$ cat config.mk
export PLATFORM = sky130hd
export DESIGN_NAME = running_window_statistic_unit
export DESIGN_NICKNAME = d
export VERILOG_FILES = /design/src/rtl/rwst_pkg.sv /design/src/rtl/running_window_statistic_unit.sv /design/src/rtl/rwst_ctrl.sv /design/src/rtl/rwst_dp.sv
export SDC_FILE = /design/constraint.sdc
export NUM_CORES = 1
export LEC_CHECK = 0
export BUFFER_PORTS_ARGS = -buffer_cell sky130_fd_sc_hd__buf_2
export CORE_UTILIZATION = 59
export DETAILED_ROUTE_END_ITERATION = 6
export GPL_TIMING_DRIVEN = 1
export PLACE_DENSITY_LB_ADDON = 0.12
export SKIP_LAST_GASP = 1
export SYNTH_ARGS = -nofsm -noshare
export SYNTH_HDL_FRONTEND = slang
export SYNTH_SLANG_ARGS = --single-unit
$ cat constraint.sdc
create_clock -name clk_i -period 6.99 [get_ports clk_i]
set_input_delay 0.699 -clock clk_i [delete_from_list [all_inputs] [get_ports clk_i]]
set_output_delay 0.699 -clock clk_i [all_outputs]
set_load 0.1 [all_outputs]
$ cat src/rtl/rwst_pkg.sv
// Package for the running window statistic unit: codes, states and control structs.
`default_nettype none
package rwst_pkg;

  // Statistic selector codes
  typedef enum logic [1:0] {
    STAT_MEAN   = 2'd0,
    STAT_MEDIAN = 2'd1,
    STAT_MIN    = 2'd2,
    STAT_MAX    = 2'd3
  } stat_e;

  // Configuration register indexes
  typedef enum logic [1:0] {
    CFG_TYPE   = 2'd0,
    CFG_VMAX   = 2'd1,
    CFG_VMIN   = 2'd2,
    CFG_WINLEN = 2'd3
  } cfg_idx_e;

  localparam int unsigned SAMPLE_W = 16;
  localparam int unsigned CFG_IDX_W = 2;

  // Controller states
  typedef enum logic [2:0] {
    ST_IDLE,
    ST_SCAN,
    ST_DIV_INIT,
    ST_DIV,
    ST_MED_LOAD,
    ST_MED_CNT,
    ST_MED_CHECK,
    ST_DONE
  } state_e;

  // Commands from controller to datapath
  typedef struct packed {
    logic take;          // input word accepted
    logic scan_step;     // accumulate one entry
    logic div_load;      // start division
    logic div_step;      // one quotient bit
    logic med_load;      // fetch median candidate
    logic med_step;      // compare one entry to candidate
    logic med_next;      // move to next candidate
    logic stat_ext;      // store min/max result
    logic stat_div;      // store mean result
    logic stat_cand;     // store median result
    logic out_load;      // load output register
  } cmd_t;

  // Status from datapath to controller
  typedef struct packed {
    stat_e stype;
    logic  in_band;
    logic  scan_last;
    logic  div_last;
    logic  med_found;
  } sts_t;

endpackage
`default_nettype wire

$ cat src/rtl/running_window_statistic_unit.sv
// Top level of the running window statistic unit.
// Usage:
//  - Input channel in_valid_i/in_ready_o carries one 16-bit sample word.
//  - Output channel out_valid_o/out_ready_i carries statistic_o and accepted_o.
//  - cfg_we_i/cfg_idx_i/cfg_data_i write the type, band limits and window length.
//  - One sample is processed at a time; in_ready_o is high only when idle.
//  - Mean divides the sum, of width W = 16 + clog2(MAX_WINDOW+1), with a
//    restoring divider, one quotient bit per cycle; the median counts each
//    candidate against all entries.
//  - The store has one read port, so each scan reads the entries one at a time.
//  - A finished result waits in the output register while a new sample may be
//    taken; the next result is held internally until the receiver takes the
//    previous one.
//  - Reset clears the fill count, the stored statistic and config to defaults.
`default_nettype none
module running_window_statistic_unit #(
  parameter int unsigned MAX_WINDOW = 16
) (
  input  wire logic                           clk_i,
  input  wire logic                           rst_ni,
  input  wire logic                           cfg_we_i,
  input  wire logic [rwst_pkg::CFG_IDX_W-1:0] cfg_idx_i,
  input  wire logic [rwst_pkg::SAMPLE_W-1:0]  cfg_data_i,
  input  wire logic                           in_valid_i,
  output logic                                in_ready_o,
  input  wire logic [rwst_pkg::SAMPLE_W-1:0]  sample_i,
  output logic                                out_valid_o,
  input  wire logic                           out_ready_i,
  output logic [rwst_pkg::SAMPLE_W-1:0]       statistic_o,
  output logic                                accepted_o
);

  rwst_pkg::cmd_t cmd;
  rwst_pkg::sts_t sts;

  rwst_ctrl u_ctrl (
    .clk_i       (clk_i),
    .rst_ni      (rst_ni),
    .in_valid_i  (in_valid_i),
    .in_ready_o  (in_ready_o),
    .out_valid_o (out_valid_o),
    .out_ready_i (out_ready_i),
    .sts_i       (sts),
    .cmd_o       (cmd)
  );

  rwst_dp #(.MAX_WINDOW(MAX_WINDOW)) u_dp (
    .clk_i       (clk_i),
    .rst_ni      (rst_ni),
    .cfg_we_i    (cfg_we_i),
    .cfg_idx_i   (cfg_idx_i),
    .cfg_data_i  (cfg_data_i),
    .sample_i    (sample_i),
    .cmd_i       (cmd),
    .sts_o       (sts),
    .statistic_o (statistic_o),
    .accepted_o  (accepted_o)
  );

endmodule
`default_nettype wire

$ cat src/rtl/rwst_ctrl.sv
// Controller state machine for the running window statistic unit.
`default_nettype none
module rwst_ctrl (
  input  wire logic          clk_i,
  input  wire logic          rst_ni,
  input  wire logic          in_valid_i,
  output logic               in_ready_o,
  output logic               out_valid_o,
  input  wire logic          out_ready_i,
  input  wire rwst_pkg::sts_t sts_i,
  output rwst_pkg::cmd_t     cmd_o
);

  rwst_pkg::state_e state_q, state_d;
  logic out_valid_q, out_valid_d;

  // State and output valid registers
  always_ff @(posedge clk_i or negedge rst_ni) begin
    if (!rst_ni) begin
      state_q     <= rwst_pkg::ST_IDLE;
      out_valid_q <= 1'b0;
    end else begin
      state_q     <= state_d;
      out_valid_q <= out_valid_d;
    end
  end

  assign in_ready_o  = (state_q == rwst_pkg::ST_IDLE);
  assign out_valid_o = out_valid_q;

  // Next state and commands
  always_comb begin
    state_d     = state_q;
    cmd_o       = '0;
    out_valid_d = out_valid_q;
    if (out_valid_q && out_ready_i) begin
      out_valid_d = 1'b0;
    end
    unique case (state_q)
      rwst_pkg::ST_IDLE: begin
        if (in_valid_i) begin
          cmd_o.take = 1'b1;
          if (!sts_i.in_band) begin
            state_d = rwst_pkg::ST_DONE;
          end else if (sts_i.stype == rwst_pkg::STAT_MEDIAN) begin
            state_d = rwst_pkg::ST_MED_LOAD;
          end else begin
            state_d = rwst_pkg::ST_SCAN;
          end
        end
      end
      rwst_pkg::ST_SCAN: begin
        cmd_o.scan_step = 1'b1;
        if (sts_i.scan_last) begin
          if (sts_i.stype == rwst_pkg::STAT_MEAN) begin
            state_d = rwst_pkg::ST_DIV_INIT;
          end else begin
            state_d = rwst_pkg::ST_DONE;
          end
        end
      end
      rwst_pkg::ST_DIV_INIT: begin
        cmd_o.div_load = 1'b1;
        state_d = rwst_pkg::ST_DIV;
      end
      rwst_pkg::ST_DIV: begin
        cmd_o.div_step = 1'b1;
        if (sts_i.div_last) begin
          state_d = rwst_pkg::ST_DONE;
        end
      end
      rwst_pkg::ST_MED_LOAD: begin
        cmd_o.med_load = 1'b1;
        state_d = rwst_pkg::ST_MED_CNT;
      end
      rwst_pkg::ST_MED_CNT: begin
        cmd_o.med_step = 1'b1;
        if (sts_i.scan_last) begin
          state_d = rwst_pkg::ST_MED_CHECK;
        end
      end
      rwst_pkg::ST_MED_CHECK: begin
        if (sts_i.med_found) begin
          cmd_o.stat_cand = 1'b1;
          state_d = rwst_pkg::ST_DONE;
        end else begin
          cmd_o.med_next = 1'b1;
          state_d = rwst_pkg::ST_MED_LOAD;
        end
      end
      rwst_pkg::ST_DONE: begin
        if (!out_valid_q || out_ready_i) begin
          cmd_o.out_load = 1'b1;
          out_valid_d = 1'b1;
          state_d = rwst_pkg::ST_IDLE;
        end
      end
      default: begin
        state_d = rwst_pkg::ST_IDLE;
      end
    endcase
    // min/max result is final once the scan ends
    if (state_q == rwst_pkg::ST_SCAN && sts_i.scan_last &&
        sts_i.stype != rwst_pkg::STAT_MEAN) begin
      cmd_o.stat_ext = 1'b1;
    end
    if (state_q == rwst_pkg::ST_DIV && sts_i.div_last) begin
      cmd_o.stat_div = 1'b1;
    end
  end

endmodule
`default_nettype wire

$ cat src/rtl/rwst_dp.sv
// Datapath: config registers, sample window, scan, divider, median counters, output.
`default_nettype none
module rwst_dp #(
  parameter int unsigned MAX_WINDOW = 16
) (
  input  wire logic                              clk_i,
  input  wire logic                              rst_ni,
  input  wire logic                              cfg_we_i,
  input  wire logic [rwst_pkg::CFG_IDX_W-1:0]    cfg_idx_i,
  input  wire logic [rwst_pkg::SAMPLE_W-1:0]     cfg_data_i,
  input  wire logic [rwst_pkg::SAMPLE_W-1:0]     sample_i,
  input  wire rwst_pkg::cmd_t                    cmd_i,
  output rwst_pkg::sts_t                         sts_o,
  output logic [rwst_pkg::SAMPLE_W-1:0]          statistic_o,
  output logic                                   accepted_o
);

  localparam int unsigned SW    = rwst_pkg::SAMPLE_W;
  localparam int unsigned CNT_W = $clog2(MAX_WINDOW + 1);
  localparam int unsigned IDX_W = (MAX_WINDOW > 1) ? $clog2(MAX_WINDOW) : 1;
  localparam int unsigned SUM_W = SW + CNT_W;
  localparam int unsigned DC_W  = $clog2(SUM_W + 1);

  // Configuration registers
  rwst_pkg::stat_e stype_q;
  logic [SW-1:0]   vmax_q, vmin_q;
  logic [4:0]      wlen_q;

  always_ff @(posedge clk_i or negedge rst_ni) begin
    if (!rst_ni) begin
      stype_q <= rwst_pkg::STAT_MEAN;
      vmax_q  <= {SW{1'b1}};
      vmin_q  <= '0;
      wlen_q  <= 5'd16;
    end else if (cfg_we_i) begin
      unique case (rwst_pkg::cfg_idx_e'(cfg_idx_i))
        rwst_pkg::CFG_TYPE:   stype_q <= rwst_pkg::stat_e'(cfg_data_i[1:0]);
        rwst_pkg::CFG_VMAX:   vmax_q  <= cfg_data_i;
        rwst_pkg::CFG_VMIN:   vmin_q  <= cfg_data_i;
        rwst_pkg::CFG_WINLEN: wlen_q  <= cfg_data_i[4:0];
        default: ;
      endcase
    end
  end

  // Effective window length: zero counts as one, clipped to the store depth
  logic [CNT_W-1:0] len;
  always_comb begin
    if (wlen_q == 5'd0) begin
      len = CNT_W'(1);
    end else if (int'(wlen_q) > int'(MAX_WINDOW)) begin
      len = CNT_W'(MAX_WINDOW);
    end else begin
      len = CNT_W'(wlen_q);
    end
  end

  logic in_band;
  assign in_band = (sample_i >= vmin_q) && (sample_i <= vmax_q);
  logic push;
  assign push = cmd_i.take && in_band;

  // Fill count
  logic [CNT_W-1:0] fill_q;
  logic [CNT_W:0]   fill_inc;
  assign fill_inc = {1'b0, fill_q} + (CNT_W+1)'(1);

  always_ff @(posedge clk_i or negedge rst_ni) begin
    if (!rst_ni) begin
      fill_q <= '0;
    end else if (push) begin
      if (fill_inc > {1'b0, len}) begin
        fill_q <= len;
      end else begin
        fill_q <= fill_inc[CNT_W-1:0];
      end
    end
  end

  // Window store, newest at entry 0
  logic [SW-1:0] store_q [MAX_WINDOW];
  always_ff @(posedge clk_i) begin
    if (push) begin
      store_q[0] <= sample_i;
      for (int k = 1; k < int'(MAX_WINDOW); k++) begin
        if (CNT_W'(k) <= fill_q && CNT_W'(k) < len) begin
          store_q[k] <= store_q[k-1];
        end
      end
    end
  end

  // Scan and candidate indexes, one store read per cycle
  logic [CNT_W-1:0] j_q, i_q;
  logic [IDX_W-1:0] rd_idx;
  logic [SW-1:0]    rd;
  assign rd_idx = cmd_i.med_load ? i_q[IDX_W-1:0] : j_q[IDX_W-1:0];
  assign rd     = store_q[rd_idx];

  logic [CNT_W-1:0] n_last;
  assign n_last = fill_q - CNT_W'(1);
  logic [CNT_W-1:0] kmid;
  assign kmid = n_last >> 1;

  logic [SUM_W-1:0] sum_q;
  logic [SW-1:0]    ext_q, cand_q, stat_q;
  logic [CNT_W-1:0] lt_q, le_q;

  // Division registers (quotient shifts in over the dividend)
  logic [SUM_W-1:0] quo_q;
  logic [CNT_W-1:0] rem_q;
  logic [DC_W-1:0]  dcnt_q;
  logic [CNT_W:0]   trial;
  logic             tfit;
  assign trial = {rem_q, quo_q[SUM_W-1]};
  assign tfit  = trial >= {1'b0, fill_q};

  logic better;
  always_comb begin
    if (stype_q == rwst_pkg::STAT_MIN) begin
      better = rd < ext_q;
    end else begin
      better = rd > ext_q;
    end
  end

  always_ff @(posedge clk_i or negedge rst_ni) begin
    if (!rst_ni) begin
      j_q    <= '0;
      i_q    <= '0;
      dcnt_q <= '0;
      stat_q <= '0;
    end else begin
      if (cmd_i.take) begin
        j_q <= '0;
        i_q <= '0;
      end
      if (cmd_i.scan_step || cmd_i.med_step) begin
        j_q <= j_q + CNT_W'(1);
      end
      if (cmd_i.med_load) begin
        j_q <= '0;
      end
      if (cmd_i.med_next) begin
        i_q <= i_q + CNT_W'(1);
      end
      if (cmd_i.div_load) begin
        dcnt_q <= '0;
      end else if (cmd_i.div_step) begin
        dcnt_q <= dcnt_q + DC_W'(1);
      end
      // first entry of the scan always counts, even when it is the only one
      if (cmd_i.stat_ext) begin
        stat_q <= (j_q == '0 || better) ? rd : ext_q;
      end
      if (cmd_i.stat_div) begin
        stat_q <= quo_q[SW-2:0] == '0 ? {quo_q[SW-2:0], tfit} : {quo_q[SW-2:0], tfit};
      end
      if (cmd_i.stat_cand) begin
        stat_q <= cand_q;
      end
    end
  end

  // Datapath payload registers
  always_ff @(posedge clk_i) begin
    if (cmd_i.take) begin
      sum_q <= '0;
    end
    if (cmd_i.scan_step) begin
      sum_q <= sum_q + SUM_W'(rd);
      if (j_q == '0 || better) begin
        ext_q <= rd;
      end
    end
    if (cmd_i.div_load) begin
      quo_q <= sum_q + SUM_W'(fill_q >> 1);
      rem_q <= '0;
    end
    if (cmd_i.div_step) begin
      quo_q <= {quo_q[SUM_W-2:0], tfit};
      rem_q <= tfit ? CNT_W'(trial - {1'b0, fill_q}) : trial[CNT_W-1:0];
    end
    if (cmd_i.med_load) begin
      cand_q <= rd;
      lt_q   <= '0;
      le_q   <= '0;
    end
    if (cmd_i.med_step) begin
      lt_q <= lt_q + CNT_W'(rd < cand_q);
      le_q <= le_q + CNT_W'(rd <= cand_q);
    end
  end

  // Output register and accepted flag
  logic acc_q;
  always_ff @(posedge clk_i) begin
    if (cmd_i.take) begin
      acc_q <= in_band;
    end
    if (cmd_i.out_load) begin
      statistic_o <= stat_q;
      accepted_o  <= acc_q;
    end
  end

  assign sts_o.stype     = stype_q;
  assign sts_o.in_band   = in_band;
  assign sts_o.scan_last = (j_q == n_last);
  assign sts_o.div_last  = (dcnt_q == DC_W'(SUM_W - 1));
  assign sts_o.med_found = (lt_q <= kmid) && (kmid < le_q);

endmodule
`default_nettype wire

==> insert_results.sql <==
INSERT INTO impl_metrics (metric_group, metric, value, unit) VALUES
('timing', 'setup_viol', '0', ''),
('synth', 'synthesis.area_per_instance', '12.83', 'sq um'),
('timing', 'report.final.slew_viol_count', '0', ''),
('synth', 'ys_seq_area_share', '59.45', '%'),
('place', 'post-place-cells', '2177', ''),
('detailed_routing', 'drt.antenna.violating_nets', '0', ''),
('synth', 'synthesis.instances', '1688', ''),
('flow_run', 'cap_viol_max_count', '0', ''),
('detailed_routing', 'wirelength', '49310', 'um'),
('die', 'io_pins', '58', ''),
('detailed_routing', 'drtPass1Iterations', '6', ''),
('global_route', 'vias_in_the_first_global_route', '14000', ''),
('final_layout', 'layout.cell_area.non_filler', '24030', 'sq um'),
('final_layout', 'fin_cells', '2263', ''),
('timing', 'grt_setup_unrepaired', 'no', ''),
('timing', 'timing.final.crit_share', '90.59', '%'),
('final_layout', 'area_growth', '11.00', '%'),
('global_route', 'tot_gr_track_use', '26.91', '%'),
('detailed_routing', 'drt_iter0_drc', '1044', ''),
('detailed_routing', 'viasPerCell', '6.203', ''),
('power', 'vdd_ir_drop_max', '0.2550', 'mV'),
('power', 'cellLeakagePower', '9.468', 'nW'),
('critical_path', 'crit_start', 'u_ctrl.state_q[1]$_DFFE_PN0P_', ''),
('timing', 'achievable-frequency', '157.9', 'MHz'),
('synth', 'syn-num-nets', '1845', ''),
('timing', 'layout_min_cycle_time', '6332', 'ps'),
('die', 'placeableCoreArea', '35830', 'sq um'),
('die', 'num_rows', '69', ''),
('global_route', 'grt_antenna_before_repair', '0', ''),
('place', 'post_dp_cell_area', '22580', 'sq um'),
('place', 'port_buffers', '57', ''),
('clocking', 'path_clk_slew', '60', 'ps'),
('die', 'dieArea', '37470', 'sq um'),
('detailed_routing', 'wl_per_cell', '21.79', 'um'),
('place', 'place_congestion', '0.9091', ''),
('critical_path', 'rr_startpoint', 'u_ctrl.state_q[1]$_DFFE_PN0P_', ''),
('synth', 'yosysWarnings', '0', ''),
('clocking', 'clk_root_buffer_cell', 'sky130_fd_sc_hd__clkbuf_16', ''),
('die', 'initial_utilization', '60.44', '%'),
('synth', 'syn-cell-area', '21650', 'sq um'),
('timing', 'finalSetupTns', '0', 'ps'),
('critical_path', 'startpoint_type', 'flop', ''),
('critical_path', 'critical_path_arrival', '6650', 'ps'),
('detailed_routing', 'via_count', '14040', ''),
('synth', 'edff_count_synth', '363', ''),
('synth', 'fraction_of_registers_with_async_set_reset', '17.69', '%'),
('detailed_routing', 'detail_route.drc_violations', '0', ''),
('critical_path', 'worstSetupEndpointType', 'flop', ''),
('global_route', 'grt_pass1_wl', '78030', 'um'),
('global_route', 'grt_max_degree', '79', ''),
('min_path', 'hold_class', 'in2async', ''),
('power', 'cellPowerDensity', '469.8', 'nW/um^2'),
('run_status', 'run_status', 'completed', ''),
('synth', 'yosysUniqueCellTypes', '73', ''),
('synth', 'synth.ff_latch_count', '441', ''),
('power', 'fin_total_pwr', '11.29', 'mW'),
('final_layout', 'nNetsFinal', '1921', ''),
('clocking', 'worst_skew_pair.late_latency', '590', 'ps'),
('timing', 'final_hold_viol_count', '0', ''),
('critical_path', 'critical_setup_path_class', 'reg2reg', ''),
('timing', 'transition_at_the_pin_with_the_smallest_max_transition_slack', '1140', 'ps'),
('clocking', 'tritoncts', 'yes', ''),
('clocking', 'numClockSinks', '441', ''),
('final_layout', 'share_of_final_layout_standard_cells_stronger_than_drive_strength_1', '15.27', '%'),
('critical_path', 'critPathMaxFanout', '40', ''),
('clocking', 'postCtsSetupRepairBufs', '0', ''),
('clocking', 'ctsLongestPathBuffers', '3', ''),
('critical_path', 'cp.required', '7310', 'ps'),
('timing', 'clock_skew', '14.67', 'ps'),
('die', 'die_w', '193.6', 'um'),
('synth', 'dominantRegCellSynth', 'sky130_fd_sc_hd__edfxtp_1', ''),
('place', 'dp_hpwl', '34440', 'um'),
('timing', 'worst_rel_slew_slack', '23.68', '%'),
('clocking', 'clock_buffers_created_by_tritoncts', '46', ''),
('clocking', 'cts-htree-levels', '2', ''),
('die', 'die_h', '193.6', 'um'),
('global_route', 'overflow', '0', '');
-- critical path, cell delays in order, from the launching register on --
cell and delay [ps]:
sky130_fd_sc_hd__dfrtp_1 410, sky130_fd_sc_hd__nor3b_4 330, sky130_fd_sc_hd__mux2i_4 810, sky130_fd_sc_hd__buf_4 670
sky130_fd_sc_hd__mux2i_1 210, sky130_fd_sc_hd__o221ai_1 400, sky130_fd_sc_hd__o22ai_1 150, sky130_fd_sc_hd__nor2_1 440
sky130_fd_sc_hd__ha_1 390, sky130_fd_sc_hd__a211oi_1 260, sky130_fd_sc_hd__nor2_1 110, sky130_fd_sc_hd__o311ai_0 550
sky130_fd_sc_hd__a21oi_1 190, sky130_fd_sc_hd__and4_1 270, sky130_fd_sc_hd__o31ai_1 560, sky130_fd_sc_hd__or3_1 200
sky130_fd_sc_hd__a21oi_1 60
-- stage by stage --
stage	util [%]	hold slack (ps)	setup slack (ps)
final	67.08	269.5	657.7
after global routing	67.08	304.7	272.0
after CTS	67.07	290.7	327.7
after detailed placement	63.03	407.7	350.9
after global placement	63.03	425.7	577.8
after floorplan	-	400.3	1991
-- sequential cells by signal, summed over array words and instances (netlist names), 16 cells and up --
register / cells
u_dp.sum_q: 21
u_dp.vmin_q: 16
u_dp.quo_q: 21
u_dp.ext_q: 16
u_dp.statistic_o: 16
u_dp.store_q: 256
u_dp.vmax_q: 16
u_dp.cand_q: 16
u_dp.stat_q: 16
-- path summary, 6_finish.rpt --
kind,endpoint,slack [ps],cells after the start
max in group asynchronous,u_dp.stat_q[14]$_DFFE_PN0P_,6010,1
min in group clk_i,u_dp.store_q[0][0]$_DFFE_PP_,320,1
worst max-delay path,u_dp.sum_q[18]$_SDFFCE_PN0P_,660,16
worst min-delay path,u_ctrl.out_valid_o$_DFF_PN0_,270,1
worst min register to register,u_dp.accepted_o$_DFFE_PP_,440,0
worst max register to register,u_dp.sum_q[18]$_SDFFCE_PN0P_,660,16
-- placed cells by master, fill, tap and decap left out, types with 21 or more instances in the layout --
cell type | Yosys | layout
sky130_fd_sc_hd__inv_1 | 101 | 101
sky130_fd_sc_hd__xor2_1 | 21 | 21
sky130_fd_sc_hd__nand3_1 | 29 | 29
sky130_fd_sc_hd__mux2_2 | 56 | 56
sky130_fd_sc_hd__a31oi_1 | 24 | 24
sky130_fd_sc_hd__nor3_1 | 28 | 23
sky130_fd_sc_hd__o221ai_1 | 27 | 27
sky130_fd_sc_hd__o22ai_1 | 22 | 22
sky130_fd_sc_hd__dfrtp_1 | 61 | 61
sky130_fd_sc_hd__ha_1 | 115 | 115
sky130_fd_sc_hd__nand2_1 | 88 | 88
sky130_fd_sc_hd__xnor2_1 | 32 | 32
sky130_fd_sc_hd__buf_4 | 11 | 41
sky130_fd_sc_hd__nor2b_1 | 32 | 31
sky130_fd_sc_hd__mux2i_1 | 132 | 131
sky130_fd_sc_hd__nor2_1 | 108 | 108
sky130_fd_sc_hd__clkbuf_16 | 0 | 47
sky130_fd_sc_hd__a21oi_1 | 90 | 90
sky130_fd_sc_hd__buf_2 | 15 | 56
sky130_fd_sc_hd__a211oi_1 | 34 | 32
sky130_fd_sc_hd__edfxtp_1 | 363 | 363
sky130_fd_sc_hd__o21ai_0 | 64 | 64
-- kinds of logic after synthesis --
kind of cell	count (synthesis)	synth area share [%]
AOI/OAI and AO/OA	352	10.60
xor gates and xnor gates	53	2.144
adders and majority gates	118	6.922
buffers and inverters	171	3.351
DFF	441	59.45
muxes	193	9.534
and+or+nand+nor	360	7.991
-- where the power goes --
group	total (mW)	leakage, nW	switching (mW)	internal, mW
combinational	5.12	4.55	3.15	1.97
clock	2.36	0.709	1.03	1.33
sequential	3.81	4.21	0.365	3.45
-- synth_stat cells (7+ instances only) --
master	instances	share of area [%]
sky130_fd_sc_hd__nor2_1	108	1.9
sky130_fd_sc_hd__xnor2_1	32	1.3
sky130_fd_sc_hd__dfrtp_1	61	7.0
sky130_fd_sc_hd__o21a_1	10	0.35
sky130_fd_sc_hd__or2_2	7	0.20
sky130_fd_sc_hd__mux2_2	56	2.9
sky130_fd_sc_hd__o22ai_1	22	0.64
sky130_fd_sc_hd__buf_2	15	0.35
sky130_fd_sc_hd__clkbuf_1	33	0.57
sky130_fd_sc_hd__nand4_1	17	0.49
sky130_fd_sc_hd__nand3_1	29	0.67
sky130_fd_sc_hd__nor2b_1	32	0.92
sky130_fd_sc_hd__nor3_1	28	0.65
sky130_fd_sc_hd__inv_1	101	1.8
sky130_fd_sc_hd__nand2_1	88	1.5
sky130_fd_sc_hd__ha_1	115	6.6
sky130_fd_sc_hd__o221ai_1	27	1.1
sky130_fd_sc_hd__and3_1	8	0.23
sky130_fd_sc_hd__a211oi_1	34	1.2
sky130_fd_sc_hd__a21oi_1	90	2.1
sky130_fd_sc_hd__a31oi_1	24	0.69
sky130_fd_sc_hd__a21o_1	19	0.66
sky130_fd_sc_hd__xor2_1	21	0.85
sky130_fd_sc_hd__dfstp_2	17	2.1
sky130_fd_sc_hd__or3_1	9	0.26
sky130_fd_sc_hd__o211ai_1	14	0.49
sky130_fd_sc_hd__buf_4	11	0.38
sky130_fd_sc_hd__edfxtp_1	363	50
sky130_fd_sc_hd__mux2i_1	132	6.1
sky130_fd_sc_hd__nand2b_1	9	0.26
sky130_fd_sc_hd__buf_1	7	0.12
sky130_fd_sc_hd__o21ai_0	64	1.5
-- final cells by class --
class	count	area (sq um)
fill	2568	11790
sequential	441	12870
multi-input combinational	1076	8147
tap	461	576.8
timing repair buffer	98	608.1
clock inverter	22	201.4
inverter	101	379.1
clock buffer	63	1246
antenna	1	2.502
-- timing repair --
item,in CTS,in global routing
hold buffers,0,0
endpoints found under the setup margin,0,18
gates resized for setup,0,1
-- per-layer routing --
metal | GRT usage (%) | routed length, um | vias to the layer above
li1 | - | - | 6525
met1 | 38.27 | 21990 | 6930
met2 | 43.00 | 22880 | 498
met3 | 4.167 | 3286 | 84
met4 | 8.000 | 1153 | 0
met5 | 0 | 0 | -
Note: power is estimated with default switching activity, not from simulation.
